<file path="config.mk">
export PLATFORM = sky130hd
export DESIGN_NAME = bba_step_unit
export DESIGN_NICKNAME = d
export VERILOG_FILES = /design/src/hw/rtl/bba_pkg.sv /design/src/hw/rtl/bba_step_unit.sv
export SDC_FILE = /design/constraint.sdc
export NUM_CORES = 1
export LEC_CHECK = 0
export ABC_AREA = 1
export BUFFER_PORTS_ARGS = -buffer_cell sky130_fd_sc_hd__buf_2
export CAP_MARGIN = 20
export CORE_AREA = 2 2 39 41
export DETAILED_ROUTE_END_ITERATION = 7
export DIE_AREA = 0 0 41 43
export RECOVER_POWER = 100
export SETUP_SLACK_MARGIN = 0.15
export SYNTH_ARGS = -nofsm -noshare
export SYNTH_HDL_FRONTEND = slang
export SYNTH_SLANG_ARGS = --single-unit
export TNS_END_PERCENT = 100
</file>
<file path="constraint.sdc">
create_clock -name vclk -period 1.3
set_input_delay 0.13 -clock vclk [all_inputs]
set_output_delay 0.13 -clock vclk [all_outputs]
set_load 0.05 [all_outputs]
</file>
<file path="src/hw/rtl/bba_pkg.sv">
package bba_pkg;

  // tree geometry
  localparam int MAX_DEPTH  = 10;
  localparam int NODE_W     = MAX_DEPTH + 1;
  localparam int NODE_COUNT = 1 << NODE_W;
  localparam int LEN_W      = 5;
  localparam int CODE_W     = MAX_DEPTH;
  localparam int LVL_W      = $clog2(MAX_DEPTH + 1);
  localparam int SIB_W      = ($clog2(MAX_DEPTH) > 0) ? $clog2(MAX_DEPTH) : 1;

  localparam logic [LEN_W-1:0]  EXHAUSTED = 5'd31;
  localparam logic [NODE_W-1:0] ROOT_NODE = NODE_W'(1);

  typedef enum logic [2:0] {
    ST_IDLE,
    ST_CHECK,
    ST_DESC,
    ST_ASC,
    ST_DONE
  } state_t;

  // sequencer to tree memory
  typedef struct packed {
    logic [NODE_W-1:0] rd_addr_a;
    logic [NODE_W-1:0] rd_addr_b;
    logic              we;
    logic [NODE_W-1:0] wr_addr;
    logic [LEN_W-1:0]  wr_data;
  } mem_req_t;

endpackage

</file>
<file path="src/hw/rtl/bba_step_unit.sv">
module bba_step_unit (
  input  logic [bba_pkg::LEN_W-1:0] a,
  input  logic [bba_pkg::LEN_W-1:0] b,
  input  logic [bba_pkg::LEN_W-1:0] len,
  output logic                      go_right,
  output logic [bba_pkg::LEN_W-1:0] min_val
);

  logic a_lt_b;

  // one comparator serves both the turn choice and the min rebuild
  assign a_lt_b  = (a < b);
  assign min_val = a_lt_b ? a : b;

  always_comb begin
    if (a > len) begin
      go_right = 1'b1;
    end else if (b > len) begin
      go_right = 1'b0;
    end else begin
      go_right = a_lt_b;
    end
  end

endmodule

</file>
# Word-level counts from Yosys, hierarchy flattened
# Index checks and enable logic that the tools add are counted.
# word_totals
ff_bits	0
in_bits	15
output_inout_bits	6
elab_cells	6
# op_classes
magnitude_cmp	3
n_mux	3
# op_table
op	count
$gt A5 B5 Y1	2
$lt A5 B5 Y1	1
$mux W5	1
$mux W1	2

# Logic depth before layout (Yosys ltp)
# Gate-level depths: netlist of the first run.
# depth
depth_word	3
mapped_depth	10
mapped_depth_nobuf	9

# Worst setup path before layout of the first run
# Ideal clock, no wire load.
# synth_timing
kind	input-to-output
startpoint	input port b[4] (netlist name)
endpoint	output port min_val[1] (netlist name)
arrival_time_ns	1.595
t_required_ns	1.170
setup_slack_ns	-0.425
path_stages	9
n_path_buf	1
cell_sequence	inv_1 > ha_1 > nand2_1 > inv_1 > nand2_1 > nor2_2 > nor2_2 > buf_6 > o21ai_1
# synth_via
elab_chain_len	2
# synth_lines
element	line	source
start, declared	bba_step_unit.sv:3	input logic [bba_pkg::LEN_W-1:0] b,
$lt A5 B5 Y1	bba_step_unit.sv:12	assign a_lt_b = (a < b);
$mux W5	bba_step_unit.sv:13	assign min_val = a_lt_b ? a : b;
end, declared	bba_step_unit.sv:6	output logic [bba_pkg::LEN_W-1:0] min_val
# Every way passes these cells.

# Final worst setup path of the first run
# layout_timing
startpoint	input port b[2] (netlist name)
endpoint	output port min_val[1] (netlist name)
# Same word-level chain as after synthesis.

==> results of run 1 <==
final cells by class:
cell class                 instances  area, um2
multi-input combinational         55        642
fill                              81        283
inverter                          18       77.6
timing repair buffer              40        362
tap                               16       20.0
cell usage in the layout (no fill, tap or decap):
cell     Yosys  final
a21oi_1      3      2
a21oi_2      0      1
buf_12       0      1
buf_2        0      9
buf_4        0     16
buf_6        1      9
buf_8        0      5
ha_1        14      5
ha_4         0      9
inv_1       17     11
inv_2        1      4
inv_4        0      2
inv_6        0      1
nand2_1     22      7
nand2_2      2     10
nand2_4      0      7
nand3_1      2      1
nand3_2      0      1
nand4_1      2      2
nor2_4       0      3
o21ai_2      4      1
o21ai_4      0      6
power by group through the flow:
stage               registers (W)  clock network, W  logic, W
finish                          0                 0  0.000618
global route                    0                 0  0.000662
CTS                             0                 0  0.000565
detailed placement              0                 0  0.000425
global placement                0                 0  0.000417
floorplan                       0                 0  0.000289
stage by stage:
step                setup TNS, ns  utilization  cell area [um2]  std cells
floorplan                 -0.0775            -              543         74
global placement            -1.99        0.571              790        126
detailed placement          -2.13        0.571              790        126
CTS                        -0.846        0.737             1020        128
global route                -1.02        0.796             1100        129
finish                     -0.745        0.796             1100        129
routing by layer:
metal	routed length (um)	track usage
met1	625	0.196
met2	928	0.391
met3	56	0.0419
met4	0	0.0867
met5	0	0
path summary, 6_finish.rpt:
kind          to  slack [ns]  cells after the start
max   min_val[1]       -0.14                     11
min   min_val[3]        0.71                      5
kinds of logic (layout without fill, tap and decap cells):
logic type / count (synthesis) / in the layout / share of synthesized area
AO/OA/AOI/OAI: 10 / 10 / 0.144
AND/OR/NAND/NOR: 31 / 31 / 0.296
adder cells (fa/ha/maj): 14 / 14 / 0.387
buffers and inverters: 19 / 58 / 0.174
timing repair:
action | in CTS | in global routing
pin swaps | 22 | 13
setup endpoints to repair | 6 | 6
hold buffers | 0 | 0
setup buffers | 2 | 1
resized for setup | 50 | 19
==> flow_summary.yaml, run 1 <==
status:
  outcome: "finished with violations"
  failed_checks: "setup timing"
yosys:
  synth_warnings: 0
  seq_area_frac_synth: 0
  synth.area.top_cells: "ha_1 (39%), nand2_1 (18%), inv_1 (14%)"
  synth_cells: 74
  synth_area_um2: 453
  synth_fp_nets: 103
  synthTopCellsByCount: "nand2_1 (22), inv_1 (17), ha_1 (14)"
  yosysMostFrequentCell: "nand2_1"
  syn_area_per_cell_um2: 6.12
  yosysTopAreaCell: "ha_1"
  yosysTopAreaCellShare: 0.387
  yosysUniqueCellTypes: 14
route:
  firstDrtPassIters: 4
  detail-route-antenna-nets: 0
  post_drt_wl_per_cell_um: 12.5
  drc: 0
  wirelength_um: 1610
  via_per_inst: 4.76
  num_vias: 614
  first_iter_violations: 2
setup_path:
  critical_path.top_delay_family: "buffers and inverters"
  worstPathMaxFanout: 7
  worstPathArrival_ns: 1.31
  path_common_cell: "buf_6"
  crit_path_start: "b[2]"
  required_ns: 1.17
  worst_setup_path_start_kind: "input port"
  end_kind: "output pin"
  criticalPathCategory: "in2out"
  crit_chain: "buf_6, inv_4, ha_4, buf_6, o21ai_4, nor2_4, nor2_4, buf_12, nand2_4, o21ai_4, buf_6"
  cp.buffers_inverters: 5
  critical_path.max_stage_delay_ns: 0.19
  crit_slowest_cell: "ha_4"
finish:
  drive_above_1_share: 0.752
  design.seq.count: 0
  antenna_cells: 0
  n_clock_buffer: 0
  regArea_um2: 0
  syn2layout_area_growth_pct: 143
  final_nets: 144
placed_design:
  place.gp.congestion: 0.725
  io_buffers: 21
  hpwl_um: 1030
  dp_slack_ns: -0.379
die:
  fp.dieW_um: 41
  start_util: 0.327
  boundaryPins: 21
  die_h_um: 43
  num_rows: 14
  dieArea_um2: 1760
  core_area_um2: 1380
pwr:
  seq_power_share: 0
  p_clk_frac: 0
  internal_power_w: 0.000286
  pwr-share-comb: 1.000
  switchingPower_w: 0.000332
  total_power_w: 0.000618
  switching_share: 0.538
  ir_drop_mv: 0.300
  power_density_nw_per_um2: 561
  leakagePower_nw: 0.547
sta:
  worst_pin_slew_ns: 0.207
  slew_viol_final: 0
  fmax_ghz: 0.692
  worst_slack_ns: -0.145
  fin_crit_sh: 1.11
  setup_violations: 6
  hold_slack_ns: 0.711
  slew_headroom: 0.862
  rsz0062_at_grt: "true"
  final_hold_viol_count: 0
  finalCriticalPeriod_ns: 1.44
global_routing:
  grt_pass1_wl_um: 2560
  antenna_found_initial: 0
  grt_max_degree: 8
  grt-ovfl-total: 0
  track_usage: 0.208
  grt_pass1_vias: 678
hold_path:
  hp-start: "b[3]"
  hold_class: "in2out"
flow_run:
  cap_violations: 0
No activity file was read; power rests on OpenSTA's default activity.
==> inputs of run 2 (changes only) <==
- SETUP_SLACK_MARGIN: 0.15 -> not set
==> run 2 against run 1 <==
The flow still finishes with violations (setup timing). Largest cell class unchanged. Highest routed layer unchanged. Maximum frequency increased by 0.81%. Critical path depth is the same. Count of clock-buffer cells in the layout is the same. Combinational power is 4.2% lower.
==> flow_summary.yaml, run 2 (synthesis gave the netlist of run 1 again) <==
status:
  outcome: "finished with violations"
  failed_checks: "setup timing"
cts:
  ctsHoldBuffers: 0
finish:
  layout_commonest_cell: "buf_4"
  design.seq.count: 0
  final.fill_count: 100
  antenna_cells: 0
  final_core_util: 0.775
  n_clock_buffer: 0
  mostFrequentLayoutCells: "buf_4 (15), inv_1 (12), nand2_1 (10), buf_2 (10)"
  syn2layout_area_growth_pct: 137
  stdcell_area_um2: 1070
  final_nets: 143
  drive_above_1_share: 0.714
  regArea_um2: 0
setup_path:
  criticalPathCategory: "in2out"
  end_kind: "output pin"
  crit_slowest_cell: "ha_4"
  worstPathArrival_ns: 1.30
  required_ns: 1.17
  worst_setup_path_start_kind: "input port"
  critical_path.max_stage_delay_ns: 0.19
  crit_chain: "buf_8, inv_6, ha_4, buf_6, o21ai_4, nor2_4, nor2_4, buf_12, nand2_4, o21ai_4, buf_6"
  worstPathMaxFanout: 7
sta:
  worst_slack_ns: -0.133
  slew_headroom: 0.887
  fmax_ghz: 0.698
  final_hold_viol_count: 0
  setup_violations: 6
  slew_viol_final: 0
  setup_tns_ns: -0.714
  worst_pin_slew_ns: 0.168
  fin_crit_sh: 1.10
  finalCriticalPeriod_ns: 1.43
  rsz0062_at_grt: "true"
die:
  start_util: 0.327
  dieArea_um2: 1760
  boundaryPins: 21
  num_rows: 14
  fp.dieW_um: 41
  die_h_um: 43
  core_area_um2: 1380
route:
  first_iter_violations: 4
  detail-route-antenna-nets: 0
  wirelength_um: 1440
  drc: 0
  via_per_inst: 4.61
  num_vias: 590
  firstDrtPassIters: 4
  post_drt_wl_per_cell_um: 11.3
global_routing:
  grt_pass1_wl_um: 2190
  grt_pass1_vias: 592
  antenna_found_initial: 0
  grt-ovfl-total: 0
  grt_max_degree: 8
  track_usage: 0.169
placed_design:
  place_area_um2: 790
  hpwl_um: 1080
  io_buffers: 21
  place.gp.congestion: 0.743
pwr:
  ir_drop_mv: 0.377
  leakagePower_nw: 0.535
  power_density_nw_per_um2: 552
hold_path:
  hold_class: "in2out"
flow_run:
  cap_violations: 0
[run 2: changes by cell type in the layout (fill, tap and decap cells not counted), sizes merged]
| cell | before | now |
|---|---|---|
| buf | 40 | 39 |
[run 2: final cells by class]
type | count | area (um2) | share of cell area
Inverter | 18 | 77.6 | 0.0723
Timing Repair Buffer | 39 | 344 | 0.321
Tap cell | 16 | 20.0 | 0.0187
Multi-Input combinational cell | 55 | 631 | 0.588
[run 2: per-layer routing]
metal / global-route usage / up-vias / wire [um]
met4: 0 / 0 / 0
met5: 0 / - / 0
li1: - / 312 / -
met3: 0 / 0 / 41
met2: 0.325 / 12 / 818
met1: 0.206 / 266 / 582
[run 2: worst paths after layout]
kind,from,depth (start not counted),end,slack [ns]
worst min-delay path,b[2],5,min_val[2],0.72
worst max-delay path,b[2],11,min_val[0],-0.13
[run 2: critical path, delay by kind of cell]
family	cells	cell delay, ns
buffers and inverters	5	0.60
and+or+nand+nor	3	0.27
AOI/OAI and AO/OA	2	0.11
adders and majority gates	1	0.19
[run 2: power by group]
group          internal [W]  switching, W
combinational      0.000273      0.000319
clock                     0             0
sequential                0             0
total              0.000273      0.000319
[run 2: through the flow]
step	hold slack [ns]	setup slack (ns)	power (W)	cells
final	0.716	-0.133	0.000592	128
after global routing	0.730	-0.198	0.000635	128
after CTS	0.715	-0.175	0.000514	128
after detailed placement	0.777	-0.378	0.000425	126
after global placement	0.770	-0.356	0.000417	126
after floorplan	0.422	-0.0290	0.000289	74
[run 2: repair_timing]
item                                    in CTS  in global routing
setup buffers                                2                  0
endpoints found under the setup margin       6                  6
pin swaps                                   15                 18
gates resized for setup                     34                 27
==> inputs of run 3 (changes only) <==
- ABC_AREA: 1 -> not set
- CORE_AREA: 2 2 39 41 -> not set
- CORE_UTILIZATION: not set -> 25
- DIE_AREA: 0 0 41 43 -> not set
==> run 3 against run 2 <==
The run still ends with setup timing left. Final cell count down 19%. Non-clock buffer count down 1. Synthesized area down 9.7%. Global-route usage down 1.6 points. Critical endpoint is now min_val[4]. Largest cell class unchanged. Highest routed layer unchanged.
==> flow_summary.yaml, run 3 <==
yosys:
  yosysMostFrequentCell: "ha_1"
  synth_compound_area_frac: 0.232
  synth-xor-area-share: 0
  seq_area_frac_synth: 0
  synth_warnings: 0
  yosysUniqueCellTypes: 19
  synthMuxAreaShare: 0.135
  synthSimpleGateAreaFrac: 0.0948
  synth_top_family_by_area: "adder cells"
  yosysTopAreaCellShare: 0.428
  synth_fp_nets: 79
  synthTopCellsByCount: "ha_1 (14), inv_1 (11), mux2_1 (4), nor2_1 (4)"
  synth.area.top_cells: "ha_1 (43%), mux2_1 (11%), inv_1 (10%)"
  synth_area_um2: 409
  synth_adder_area_share: 0.428
  syn_area_per_cell_um2: 8.18
  synth_cells: 50
  yosysTopAreaCell: "ha_1"
status:
  outcome: "finished with violations"
  failed_checks: "setup timing"
hold_path:
  hp-start: "b[3]"
  hold_class: "in2out"
finish:
  final_nets: 119
  final.fill_count: 120
  regArea_um2: 0
  final_core_util: 0.649
  mostFrequentLayoutCells: "buf_4 (13), buf_6 (10), ha_4 (9), buf_2 (8), buf_8 (6)"
  syn2layout_area_growth_pct: 142
  multi_input_area_um2: 544
  n_clock_buffer: 0
  antenna_cells: 0
  drive_above_1_share: 0.795
  design.seq.count: 0
  layout_commonest_cell: "buf_4"
setup_path:
  criticalPathCategory: "in2out"
  required_ns: 1.17
  crit_path_start: "b[3]"
  path_common_cell: "buf_8"
  worstPathMaxFanout: 3
  crit_chain: "buf_8, inv_4, ha_4, or2_4, o22ai_4, buf_6, mux2_4, buf_8"
  worstPathArrival_ns: 1.44
  worst_setup_path_start_kind: "input port"
  crit_slowest_cell: "mux2_4"
  critical_path.max_stage_delay_ns: 0.32
  end_kind: "output pin"
placed_design:
  hpwl_um: 1020
  io_buffers: 21
  place.gp.congestion: 0.723
die:
  start_util: 0.268
  num_rows: 14
  fp.dieW_um: 42.5
  boundaryPins: 21
  dieArea_um2: 1800
  die_h_um: 42.5
  core_area_um2: 1520
sta:
  hold_slack_ns: 0.644
  setup_violations: 6
  fmax_ghz: 0.637
  slew_viol_final: 0
  final_hold_viol_count: 0
  finalCriticalPeriod_ns: 1.57
  rsz0062_at_grt: "true"
  fin_crit_sh: 1.21
  worst_slack_ns: -0.270
  slew_headroom: 0.845
  worst_pin_slew_ns: 0.233
flow_run:
  cap_violations: 0
route:
  num_vias: 526
  route.met2.wl_um: 750
  drt-met1-wl_um: 519
  firstDrtPassIters: 4
  via_per_inst: 5.06
  drc: 0
  detail-route-antenna-nets: 0
  wirelength_um: 1320
  met3_wirelength_um: 47
  post_drt_wl_per_cell_um: 12.7
  first_iter_violations: 5
  highest-signal-layer: "met3"
global_routing:
  track_usage: 0.152
  grt_max_degree: 4
  antenna_found_initial: 0
  grt_pass1_vias: 502
  grt-ovfl-total: 0
  grt_pass1_wl_um: 2240
pwr:
  leakagePower_nw: 0.472
  power_density_nw_per_um2: 530
  ir_drop_mv: 0.350
run 3: cell count changes in the layout (fill, tap and decap cells not counted), sizes merged, moves of 2 or more:
cell / delta
nand2: -24
a21o: +2
inv: -6
mux2: +4
o21ai: -5
run 3: repair_timing:
action,CTS,global route
resized for setup,45,12
hold buffers,0,0
endpoints found under the setup margin,6,6
buffers inserted,3,0
pin swaps,13,7
run 3: worst max-delay path, delay by kind of cell:
family | cells | cell delay [ns]
AO/OA/AOI/OAI | 1 | 0.17
adder cells (fa/ha/maj) | 1 | 0.14
buffers and inverters | 4 | 0.42
multiplexers | 1 | 0.32
AND/OR/NAND/NOR | 1 | 0.25
run 3: layout make-up:
type                       count  share of cell area
multi-input combinational     38               0.550
inverter                      12              0.0657
timing repair buffer          38               0.364
tap                           16              0.0202
run 3: routing by layer:
layer	up-vias	GRT usage
met2	19	0.283
li1	256	-
met1	251	0.206
met5	-	0
met3	0	0.00431
met4	0	0
run 3: cells by family (layout without fill, tap and decap cells):
group | Yosys count | count (layout)
AO/OA/AOI/OAI | 11 | 11
adder cells (fa/ha/maj) | 14 | 14
multiplexers | 5 | 5
buffers and inverters | 12 | 50
AND/OR/NAND/NOR | 8 | 8
run 3: report_power, final:
group | internal (W) | switching [W] | leakage, nW | total, W
Combinational | 0.000277 | 0.000248 | 0.472 | 0.000525
Clock | 0 | 0 | 0 | 0
Sequential | 0 | 0 | 0 | 0
run 3: metrics by stage:
step / power [W] / setup TNS (ns) / cell area (um2) / setup WS, ns / std cells
floorplan: 0.000252 / -0.530 / 485 / -0.153 / 50
global placement: 0.000382 / -2.14 / 736 / -0.391 / 102
detailed placement: 0.000392 / -2.24 / 736 / -0.392 / 102
CTS: 0.000502 / -1.25 / 941 / -0.240 / 104
global route: 0.000558 / -1.59 / 990 / -0.309 / 104
finish: 0.000525 / -1.34 / 990 / -0.270 / 104
run 3: path summary, 6_finish.rpt:
check | end | slack [ns] | cells past startpoint
worst min-delay path | min_val[3] | 0.64 | 3
worst max-delay path | min_val[4] | -0.27 | 8
