### src/hw/rtl/bba_pkg.sv
package bba_pkg;

  // tree geometry
  localparam int MAX_DEPTH  = 10;
  localparam int NODE_W     = MAX_DEPTH + 1;
  localparam int NODE_COUNT = 1 << NODE_W;
  localparam int LEN_W      = 5;
  localparam int CODE_W     = MAX_DEPTH;
  localparam int LVL_W      = $clog2(MAX_DEPTH + 1);
  localparam int SIB_W      = ($clog2(MAX_DEPTH) > 0) ? $clog2(MAX_DEPTH) : 1;

  localparam logic [LEN_W-1:0]  EXHAUSTED = 5'd31;
  localparam logic [NODE_W-1:0] ROOT_NODE = NODE_W'(1);

  typedef enum logic [2:0] {
    ST_IDLE,
    ST_CHECK,
    ST_DESC,
    ST_ASC,
    ST_DONE
  } state_t;

  // sequencer to tree memory
  typedef struct packed {
    logic [NODE_W-1:0] rd_addr_a;
    logic [NODE_W-1:0] rd_addr_b;
    logic              we;
    logic [NODE_W-1:0] wr_addr;
    logic [LEN_W-1:0]  wr_data;
  } mem_req_t;

endpackage

### src/hw/rtl/bba_seq.sv
module bba_seq (
  input  logic                       clk,
  input  logic                       rst,
  input  logic                       req_valid,
  output logic                       req_stall,
  input  logic [bba_pkg::LEN_W-1:0]  code_length,
  output logic                       rsp_valid,
  input  logic                       rsp_stall,
  output logic [bba_pkg::CODE_W-1:0] code_bits,
  output logic                       failed,
  input  logic                       mem_busy,
  input  logic [bba_pkg::LEN_W-1:0]  rd_data_a,
  input  logic [bba_pkg::LEN_W-1:0]  rd_data_b,
  output bba_pkg::mem_req_t          mem_req,
  output logic [bba_pkg::LEN_W-1:0]  op_a,
  output logic [bba_pkg::LEN_W-1:0]  op_b,
  output logic [bba_pkg::LEN_W-1:0]  op_len,
  input  logic                       go_right,
  input  logic [bba_pkg::LEN_W-1:0]  min_val
);

  bba_pkg::state_t state, state_next;

  logic [bba_pkg::LEN_W-1:0]  len, len_next;
  logic [bba_pkg::NODE_W-1:0] pos, pos_next;
  logic [bba_pkg::CODE_W-1:0] code, code_next;
  logic [bba_pkg::CODE_W-1:0] bit_sel, bit_sel_next;
  logic [bba_pkg::LVL_W-1:0]  level, level_next;
  logic [bba_pkg::LEN_W-1:0]  cur, cur_next;
  logic                       res_fail, res_fail_next;
  logic                       rsp_valid_next;
  logic [bba_pkg::CODE_W-1:0] code_bits_next;
  logic                       failed_next;

  // value of the sibling not taken, one per level
  logic [bba_pkg::LEN_W-1:0]  sib [bba_pkg::MAX_DEPTH];
  logic [bba_pkg::SIB_W-1:0]  sib_idx;
  logic                       sib_we;
  logic [bba_pkg::LEN_W-1:0]  sib_wdata;
  logic [bba_pkg::NODE_W-1:0] new_pos;

  assign req_stall = (state != bba_pkg::ST_IDLE) || mem_busy;
  assign sib_idx   = bba_pkg::SIB_W'(level - bba_pkg::LVL_W'(1));
  assign new_pos   = {pos[bba_pkg::NODE_W-2:0], go_right};
  assign op_len    = len;

  always_ff @(posedge clk) begin
    if (rst) begin
      state     <= bba_pkg::ST_IDLE;
      rsp_valid <= 1'b0;
    end else begin
      state     <= state_next;
      rsp_valid <= rsp_valid_next;
    end
  end

  always_ff @(posedge clk) begin
    len       <= len_next;
    pos       <= pos_next;
    code      <= code_next;
    bit_sel   <= bit_sel_next;
    level     <= level_next;
    cur       <= cur_next;
    res_fail  <= res_fail_next;
    code_bits <= code_bits_next;
    failed    <= failed_next;
    if (sib_we) begin
      sib[sib_idx] <= sib_wdata;
    end
  end

  always_comb begin
    state_next        = state;
    len_next          = len;
    pos_next          = pos;
    code_next         = code;
    bit_sel_next      = bit_sel;
    level_next        = level;
    cur_next          = cur;
    res_fail_next     = res_fail;
    rsp_valid_next    = rsp_valid & rsp_stall;
    code_bits_next    = code_bits;
    failed_next       = failed;
    sib_we            = 1'b0;
    sib_wdata         = rd_data_b;
    op_a              = cur;
    op_b              = sib[sib_idx];
    mem_req.rd_addr_a = bba_pkg::ROOT_NODE;
    mem_req.rd_addr_b = bba_pkg::ROOT_NODE;
    mem_req.we        = 1'b0;
    mem_req.wr_addr   = pos;
    mem_req.wr_data   = min_val;

    case (state)
      bba_pkg::ST_IDLE: begin
        if (req_valid && !mem_busy) begin
          len_next     = code_length;
          pos_next     = bba_pkg::ROOT_NODE;
          code_next    = '0;
          bit_sel_next = {1'b1, {(bba_pkg::CODE_W-1){1'b0}}};
          level_next   = bba_pkg::LVL_W'(1);
          state_next   = bba_pkg::ST_CHECK;
        end
      end

      bba_pkg::ST_CHECK: begin
        // root value now on port a
        if ((len == '0) || (len > bba_pkg::LEN_W'(bba_pkg::MAX_DEPTH)) ||
            (len < rd_data_a)) begin
          res_fail_next = 1'b1;
          code_next     = '0;
          state_next    = bba_pkg::ST_DONE;
        end else begin
          res_fail_next     = 1'b0;
          mem_req.rd_addr_a = {pos[bba_pkg::NODE_W-2:0], 1'b0};
          mem_req.rd_addr_b = {pos[bba_pkg::NODE_W-2:0], 1'b1};
          state_next        = bba_pkg::ST_DESC;
        end
      end

      bba_pkg::ST_DESC: begin
        op_a         = rd_data_a;
        op_b         = rd_data_b;
        sib_we       = 1'b1;
        sib_wdata    = go_right ? rd_data_a : rd_data_b;
        code_next    = code | (go_right ? bit_sel : '0);
        bit_sel_next = bit_sel >> 1;
        if (bba_pkg::LEN_W'(level) == len) begin
          // leaf reached: mark it, pos already holds its parent
          mem_req.we      = 1'b1;
          mem_req.wr_addr = new_pos;
          mem_req.wr_data = bba_pkg::EXHAUSTED;
          cur_next        = bba_pkg::EXHAUSTED;
          state_next      = bba_pkg::ST_ASC;
        end else begin
          pos_next          = new_pos;
          mem_req.rd_addr_a = {new_pos[bba_pkg::NODE_W-2:0], 1'b0};
          mem_req.rd_addr_b = {new_pos[bba_pkg::NODE_W-2:0], 1'b1};
          level_next        = level + bba_pkg::LVL_W'(1);
        end
      end

      bba_pkg::ST_ASC: begin
        mem_req.we = 1'b1;
        cur_next   = min_val;
        pos_next   = pos >> 1;
        if (level == bba_pkg::LVL_W'(1)) begin
          state_next = bba_pkg::ST_DONE;
        end else begin
          level_next = level - bba_pkg::LVL_W'(1);
        end
      end

      bba_pkg::ST_DONE: begin
        if (!rsp_valid || !rsp_stall) begin
          rsp_valid_next = 1'b1;
          code_bits_next = code;
          failed_next    = res_fail;
          state_next     = bba_pkg::ST_IDLE;
        end
      end

      default: begin
        state_next = bba_pkg::ST_IDLE;
      end
    endcase
  end

endmodule

### config.mk
export PLATFORM = sky130hd
export DESIGN_NAME = bba_seq
export DESIGN_NICKNAME = d
export VERILOG_FILES = /design/src/hw/rtl/bba_pkg.sv /design/src/hw/rtl/bba_seq.sv
export SDC_FILE = /design/constraint.sdc
export NUM_CORES = 1
export LEC_CHECK = 0
export ABC_AREA = 1
export ABC_CLOCK_PERIOD_IN_PS = 2300
export BUFFER_PORTS_ARGS = -buffer_cell sky130_fd_sc_hd__buf_2
export CAP_MARGIN = 20
export CORE_ASPECT_RATIO = 0.7
export CORE_MARGIN = 2
export CORE_UTILIZATION = 50
export DETAILED_ROUTE_END_ITERATION = 16
export PLACE_DENSITY = 0.72
export RECOVER_POWER = 25
export SYNTH_ARGS = -nofsm -noshare
export SYNTH_HDL_FRONTEND = slang
export SYNTH_SLANG_ARGS = --single-unit
### constraint.sdc
create_clock -name clk -period 2.3 [get_ports clk]
set_input_delay 0.345 -clock clk [delete_from_list [all_inputs] [get_ports clk]]
set_output_delay 0.345 -clock clk [all_outputs]
set_load 0.02 [all_outputs]
; ---- Yosys cells after proc, flatten, opt, wreduce, memory -nomap -nowiden
; Memory sizes are Yosys's and may differ from the RTL's.
; Cells that the tools add are included.
[word_totals]
mem_count = 1
register_bits = 61
inputBits = 26
mem_bits_rw = 50
out_inout_bits = 67
elab_cells = 91
[mem_list]
columns = memory, words, width, rd, rd_clocked_by_memory_dff, wr, line_no
row1 = sib, 10, 5, 1, 0, 1, bba_seq.sv:36  ; logic [bba_pkg::LEN_W-1:0] sib [bba_pkg::MAX_DEPTH];
[classes]
reduce_logical = 23
n_eq_ne = 13
n_addsub = 2
n_lt_le_gt_ge = 2
muxes = 37
bitwise = 2
[op_table]
columns = operator, n
row1 = two-way mux 22 bit, 2
row2 = case mux 22 bit (2 select lines), 1
row3 = two-way mux 10 bit, 4
row4 = case mux 11 bit (3 select lines), 1
row5 = case mux 10 bit (3 select lines), 1
row6 = two-way mux 5 bit, 5
row7 = two-way mux 11 bit, 2
row8 = case mux 10 bit (2 select lines), 1
row9 = two-way mux 17 bit, 1
row10 = two-way mux 16 bit, 1
row11 = two-way mux 3 bit, 5
row12 = case mux 3 bit (5 select lines), 1
row13 = inequality test 2 bit (second input constant), 7
row14 = two-way mux 4 bit, 3
row15 = case mux 4 bit (3 select lines), 1
row16 = OR 10 bit, 1
row17 = case mux 5 bit (2 select lines), 1
row18 = nonzero test 3 bit, 3
row19 = AND reduction 2 bit, 4
row20 = AND reduction 4 bit, 2
row21 = equality test 3 x 2 -> 1 bit (second input constant), 2
row22 = two-way mux 1 bit, 6
row23 = AND reduction 3 bit, 2
row24 = equality test 4 x 5 -> 1 bit, 1
row25 = other kinds (15), 21

; ---- Logic depth before layout (Yosys ltp)
; Gate-level depths: netlist of run 1.
[logic_depth]
ltp_word = 5
depth_mapped = 11
mapped_depth_nobuf = 11

; ---- Worst setup path before layout of run 1
; No wires, ideal clock.
[synth_timing]
path_kind = register -> register
start = reg level[0] in the netlist's numbering
end = mem sib[3][0] in the netlist's numbering (enable)
path_stages_with_launch = 9
setup_time_ns = 0.374
setup_slack_ns = -0.146
arrival_ns = 2.072
n_path_buf = 1
period_less_slack_ns = 2.446
required_ns = 1.926
path_cell_list = edfxtp_1 inv_2 buf_1 ha_1 xnor2_2 inv_2 nor2_1 inv_2 nor3_1
[synth_via]
elab_chain_cells = 1
[synth_lines]
columns = item, line_no
row1 = start: declaration, bba_seq.sv:28  ; logic [bba_pkg::LVL_W-1:0] level, level_next;
row2 = start signal: assignment, bba_seq.sv:62  ; level <= level_next;
row3 = subtractor 4 x 1 -> 4 bit, bba_seq.sv:43  ; assign sib_idx = bba_pkg::SIB_W'(level - bba_pkg::LVL_W'(1));
row4 = end: declaration, bba_seq.sv:36
; No other way between the ends.

==> results of run 1 <==
per-stage QoR:
stage	instances	cell area (µm²)
floorplan	538	5418
global placement	763	6108
detailed placement	763	6108
CTS	798	6890
global route	806	7163
finish	806	7163
sequential cells by signal, summed over array words and instances, names as in the netlist, 3 cells and up:
| register | flops |
|---|---|
| cur | 5 |
| bit_sel | 10 |
| level | 4 |
| state | 3 |
| pos | 11 |
| op_len | 5 |
| sib | 50 |
| code | 10 |
| code_bits | 10 |
worst reg2reg max path, cell delays in order (launching register included):
cell and delay, ns:
edfxtp_1 0.44, inv_2 0.15, buf_6 0.14, nand3_4 0.09, xor2_4 0.20, buf_12 0.16
buf_12 0.10, nand2_1 0.06, nor2_1 0.38
final cells by class:
cell class	instances	area share, %
Clock buffer	10	3.197
Clock inverter	6	0.8559
Inverter	66	3.581
Multi-Input combinational cell	330	27.83
Sequential cell	111	45.97
Tap cell	132	2.306
Timing Repair Buffer	150	16.17
Timing Repair inverter	1	0.08734
where the power goes:
part	total, mW	leakage [nW]	internal [mW]	switching (mW)
clock	1.54	0.134	0.840	0.695
combinational	0.516	1.79	0.197	0.319
sequential	2.32	1.03	2.28	0.0378
total	4.37	2.95	3.32	1.05
how the worst max path moves through the flow:
| stage | cells after the start | slack [ns] | start | end |
|---|---|---|---|---|
| floorplan | 9 | -0.03 | op_len[2] | mem_req[29] |
| global placement | 11 | 0.18 | rd_data_a[3] | mem_req[38] |
| detailed placement | 5 | 0.13 | state[0] | sib[7][1] |
| CTS | 9 | -0.08 | op_len[3] | mem_req[21] |
| global route | 12 | -0.25 | level[1] | mem_req[18] |
| finish | 12 | -0.19 | level[1] | mem_req[38] |
kinds of logic after synthesis:
| logic type | Yosys count | share of synthesized area [%] |
|---|---|---|
| other cells | 1 | 0.06923 |
| buf+inv | 97 | 8.062 |
| xor+xnor | 5 | 1.294 |
| compound gates | 93 | 10.05 |
| flops | 111 | 60.80 |
| simple gates | 220 | 17.19 |
| fa+ha+maj | 11 | 2.541 |
metal layers:
layer / vias up / global-route usage (%) / wire length [µm]
met5: - / 0 / 0
met4: 0 / 6.960 / 209
met3: 18 / 5.893 / 1386
met2: 251 / 36.61 / 6387
met1: 2055 / 35.11 / 6189
li1: 2052 / - / -
cell usage in the layout (no fill, tap or decap), types with 10 or more instances in the layout:
cell and n:
o21ai_0 26, clkbuf_1 13, o21ai_2 13, nand2_1 105
inv_1 52, inv_2 12, buf_4 50, nor2_1 61
a21oi_1 17, buf_6 34, buf_2 47, o21ai_1 10
nand2_2 16, edfxtp_1 107
repair_timing:
action                     4_1_cts  5_1_grt
pin swaps                       16        4
buffers inserted                16        7
gates resized for setup         85       68
gates cloned                     3        1
setup endpoints to repair       37       57
==> flow_summary.toml, run 1 <==
[finish]
fin_nets = 706
finish.utilization_pct = 68.65
syn2layout_area_growth_pct = 32.25
drive_gt1_share_pct = 35.01
fill_cells = 730
diodes = 0
multi_input_comb_area_mm2 = 0.001993
seq_area_mm2 = 0.003293

[grt]
grt_pass1_vias = 4112
grtUsageTotal_pct = 24.27
grt_max_degree = 33
antenna_found_initial = 0
gr-total-overflow = 0
grt_pass1_wl_mm = 21.58

[sta]
fmax_mhz = 401.2
tightest_slew_ns = 0.5675
fin_skew_ns = 0.009607
setup_violations = 39
period_needed_ns = 2.493
fin_ws_ns = -0.1926
whs_ns = 0.1700
grt_setup_unrepaired = "yes"
finalHoldViolations = 0
maxSlewHeadroom_pct = 61.77
finalCritPeriodShare_pct = 108.4
maxSlewViolCount = 0
setup_tns_ns = -4.673

[critical_path]
rr_endpoint = "sib[8][2]"
r2r_cells = 8
start_kind = "flip-flop"
endpoint_kind = "primary output"
path_class = "reg2out"
arrival_ns = 2.15
cpPeakStageDelay_ns = 0.44
path_cells = "inv_2 -> buf_4 -> nand2_2 -> nand2_2 -> nor2_4 -> nand3_4 -> buf_4 -> buf_6 -> clkinvlp_4 -> buf_12 -> o22ai_4 -> buf_6"
reg2reg_slack_ns = 0.23
r2r_start = "level[0]"
crit_family = "buffers and inverters"
critical_path_required_ns = 1.96
worstPathMaxFanout = 6
critPathBufInv = 7
cp_slowest_cell = "edfxtp_1"

[logic_synthesis]
synth.area.top_cells = "edfxtp_1, nand2_1, nor2_1"
postSynthCellCount = 538
synth_commonest_cells = "nand2_1, edfxtp_1, nor2_1"
synth_cell_type_count = 34
syn_avg_cell_area_um2 = 10.07
yosysMostFrequentCell = "nand2_1"
ys_warn_count = 0
synthArstFlopShare_pct = 0
yosysTopAreaCellShare_pct = 59.32
syn_area_mm2 = 0.005416
yosysSeqAreaShare_pct = 60.80
synth-edff-count = 107
ys_seq_elements = 111
synth_flop_cell = "edfxtp_1"
synth.largest_area_cell = "edfxtp_1"
syn-num-nets = 575

[clocking]
clock-root-buffer = "clkbuf_16"
tritoncts = "built"
clk_pin_slew_ns = 0.07
cts-htree-levels = 3
clockBufferDepth = 2
postCtsHoldBufs = 0
cts_sinks = 111
clk-insertion-delay-late_ns = 0.35
cts_buffers = 9

[drt]
drt-wirelength-per-cell_um = 17.58
routed_wl_mm = 14.17
viasPerCell = 5.429
via_count = 4376
drtIter0Drc = 524
dr.pass1.iters = 7
antenna_left = 0
drc_errors = 0

[power_and_ir_drop]
vdd.ir_drop.worst_uv = 475.8
p_leak_nw = 2.949
p_per_area_mw_per_mm2 = 609.7
total_power_mw = 4.367

[place]
gp_congestion = 0.8854
place_ws_ns = 0.1312
port_buffers = 91
dpl.hpwl_mm = 9.239

[floorplan]
die_x_um = 128.4
die_h_um = 91.08
start_util_pct = 51.91
fp-row-count = 31
die_area_mm2 = 0.01169
io-pin-count = 93
core_area_mm2 = 0.01043

[worst_hold_path]
min_from = "code_length[3]"
min_to = "op_len[3]"
worstHoldPathCells = 1
min_path_type = "in2reg"

[run_status]
status = "complete, but fails checks"
violations = "setup timing"

[run]
max-cap-violations = 0
No activity file was read; power rests on OpenSTA's default activity.
==> run 2: changes to the inputs <==
ABC_CLOCK_PERIOD_IN_PS = 3200   (was 2300)
PLACE_DENSITY = 0.69   (was 0.72)
clock period = 3.2 ns   (was 2.3 ns; I/O delays follow)
==> run 2 against run 1 <==
Effect of this change: the run now ends clean; clock power down 30%; cell area shrank 14%; flip-flop and latch count stayed put; hold slack better by 0.14 ns; power shrank 31%; critical path depth shrank 4; first-iteration DRC count down 39%; global-route usage is 2.3 points lower; via count is 7.8% lower; core utilization down 9.4 points; count of clock-buffer cells in the layout up 2; sequential power shrank 28%; largest cell class unchanged; largest power group unchanged.
==> flow_summary.toml, run 2 (same netlist as run 1, synthesis figures left out) <==
[run_status]
status = "finished clean"

[finish]
syn2layout_area_growth_pct = 14.07
multi_input_comb_area_mm2 = 0.001674
seq_area_mm2 = 0.003293
final_common_cell = "nand2_1"
drive_gt1_share_pct = 21.69
fin_nets = 659
mostFrequentLayoutCells = "nand2_1, edfxtp_1, buf_2"
top_regs = "sib x50, pos x11"
layout.cells.non_filler = 759
finish.utilization_pct = 59.22
largest_reg_flops = 50
diodes = 0
regMostFlops = "sib"
fill_cells = 898

[grt]
grt_pass1_wl_mm = 19.78
grt_max_degree = 33
antenna_found_initial = 0
gr-total-overflow = 0
grtUsageTotal_pct = 22.00
grt_pass1_vias = 3828

[drt]
dr.pass1.iters = 5
viasPerCell = 5.318
drc_errors = 0
via_count = 4036
antenna_left = 0
routed_wl_mm = 12.25
drt-wirelength-per-cell_um = 16.14
drtIter0Drc = 318

[worst_hold_path]
min_path_type = "in2reg"

[place]
dpl.hpwl_mm = 8.888
dp_cells = 742
place_ws_ns = 0.4825
gp_congestion = 0.8876
port_buffers = 91

[sta]
period_needed_ns = 3.052
setup_violations = 0
finalHoldViolations = 0
fin_ws_ns = 0.1485
fmax_mhz = 327.7
maxSlewViolCount = 0
maxSlewHeadroom_pct = 18.33
whs_ns = 0.3072
setup_tns_ns = 0
tightest_slew_ns = 1.225
grt_setup_unrepaired = "no"
fin_skew_ns = 0.006831
finalCritPeriodShare_pct = 95.36

[floorplan]
die_area_mm2 = 0.01169
start_util_pct = 51.91
fp-row-count = 31
io-pin-count = 93
core_area_mm2 = 0.01043
die_h_um = 91.08
die_x_um = 128.4

[critical_path]
critical_path_required_ns = 2.72
arrival_ns = 2.57
worstPathMaxFanout = 12
start_kind = "flip-flop"
endpoint_kind = "primary output"
path_class = "reg2out"

[clocking]
cts_sinks = 111
cts_setup_buffers = 0
cts_buffers = 9
clock-root-buffer = "clkbuf_16"
tritoncts = "built"
clockBufferDepth = 2
postCtsHoldBufs = 0
clk-insertion-delay-late_ns = 0.35
clk_pin_slew_ns = 0.06
cts_resized = 0
cts-htree-levels = 3

[power_and_ir_drop]
p_leak_nw = 2.584
p_per_area_mw_per_mm2 = 489.4
vdd.ir_drop.worst_uv = 356.5

[run]
max-cap-violations = 0
[run 2: changes by cell type in the layout (fill, tap and decap cells not counted), sizes merged]
cell | previous run | this run
clkinv | 4 | 2
clkinvlp | 3 | 1
inv | 65 | 66
buf | 137 | 83
clkbuf | 23 | 33
[run 2: per-layer routing]
metal  vias up  share of wire, %  global-route usage, %
met2       175                42                  31.91
met3        11               9.3                  5.598
met4         0               1.1                  4.945
met1      1903                47                  33.33
li1       1947                 -                      -
met5         -                 0                      0
[run 2: area by class of cell]
cell class | count | area share, %
multi-input cells | 330 | 27.10
clock buffers | 12 | 3.827
repair buffers | 104 | 8.343
flip-flops and latches | 111 | 53.30
inverters | 66 | 4.010
well taps | 132 | 2.673
clock inverters | 4 | 0.7493
[run 2: where the power goes]
part	total [mW]	internal (mW)	switching, mW
clock	1.08	0.604	0.478
sequential	1.67	1.64	0.0275
combinational	0.275	0.0848	0.191
total	3.02	2.33	0.696
[run 2: final timing paths]
kind / start / to / slack (ns) / cells past startpoint
worst max register to register: level[0] / sib[2][1] / 0.53 / 7
worst min register to register: code[0] / code_bits[0] / 0.45 / 0
worst min-delay path: code_length[4] / op_len[4] / 0.31 / 1
worst max-delay path: op_len[2] / mem_req[36] / 0.15 / 8
[run 2: stage by stage]
stage / cell area [µm²] / power (mW)
2_1_floorplan: 5416 / 1.877
3_3_place_gp: 5938 / 1.967
4_1_cts: 6221 / 3.034
5_1_grt: 6178 / 3.129
3_5_place_dp: 5938 / 1.973
6_report: 6178 / 3.024
[run 2: critical path, cell delays in order (launching register included)]
cell      delay, ns
edfxtp_1       0.50
ha_1           0.34
nand2_1        0.05
nor2_1         0.09
nand2_1        0.06
nand3_1        0.12
nand3_1        0.41
o21ai_0        0.42
buf_2          0.23
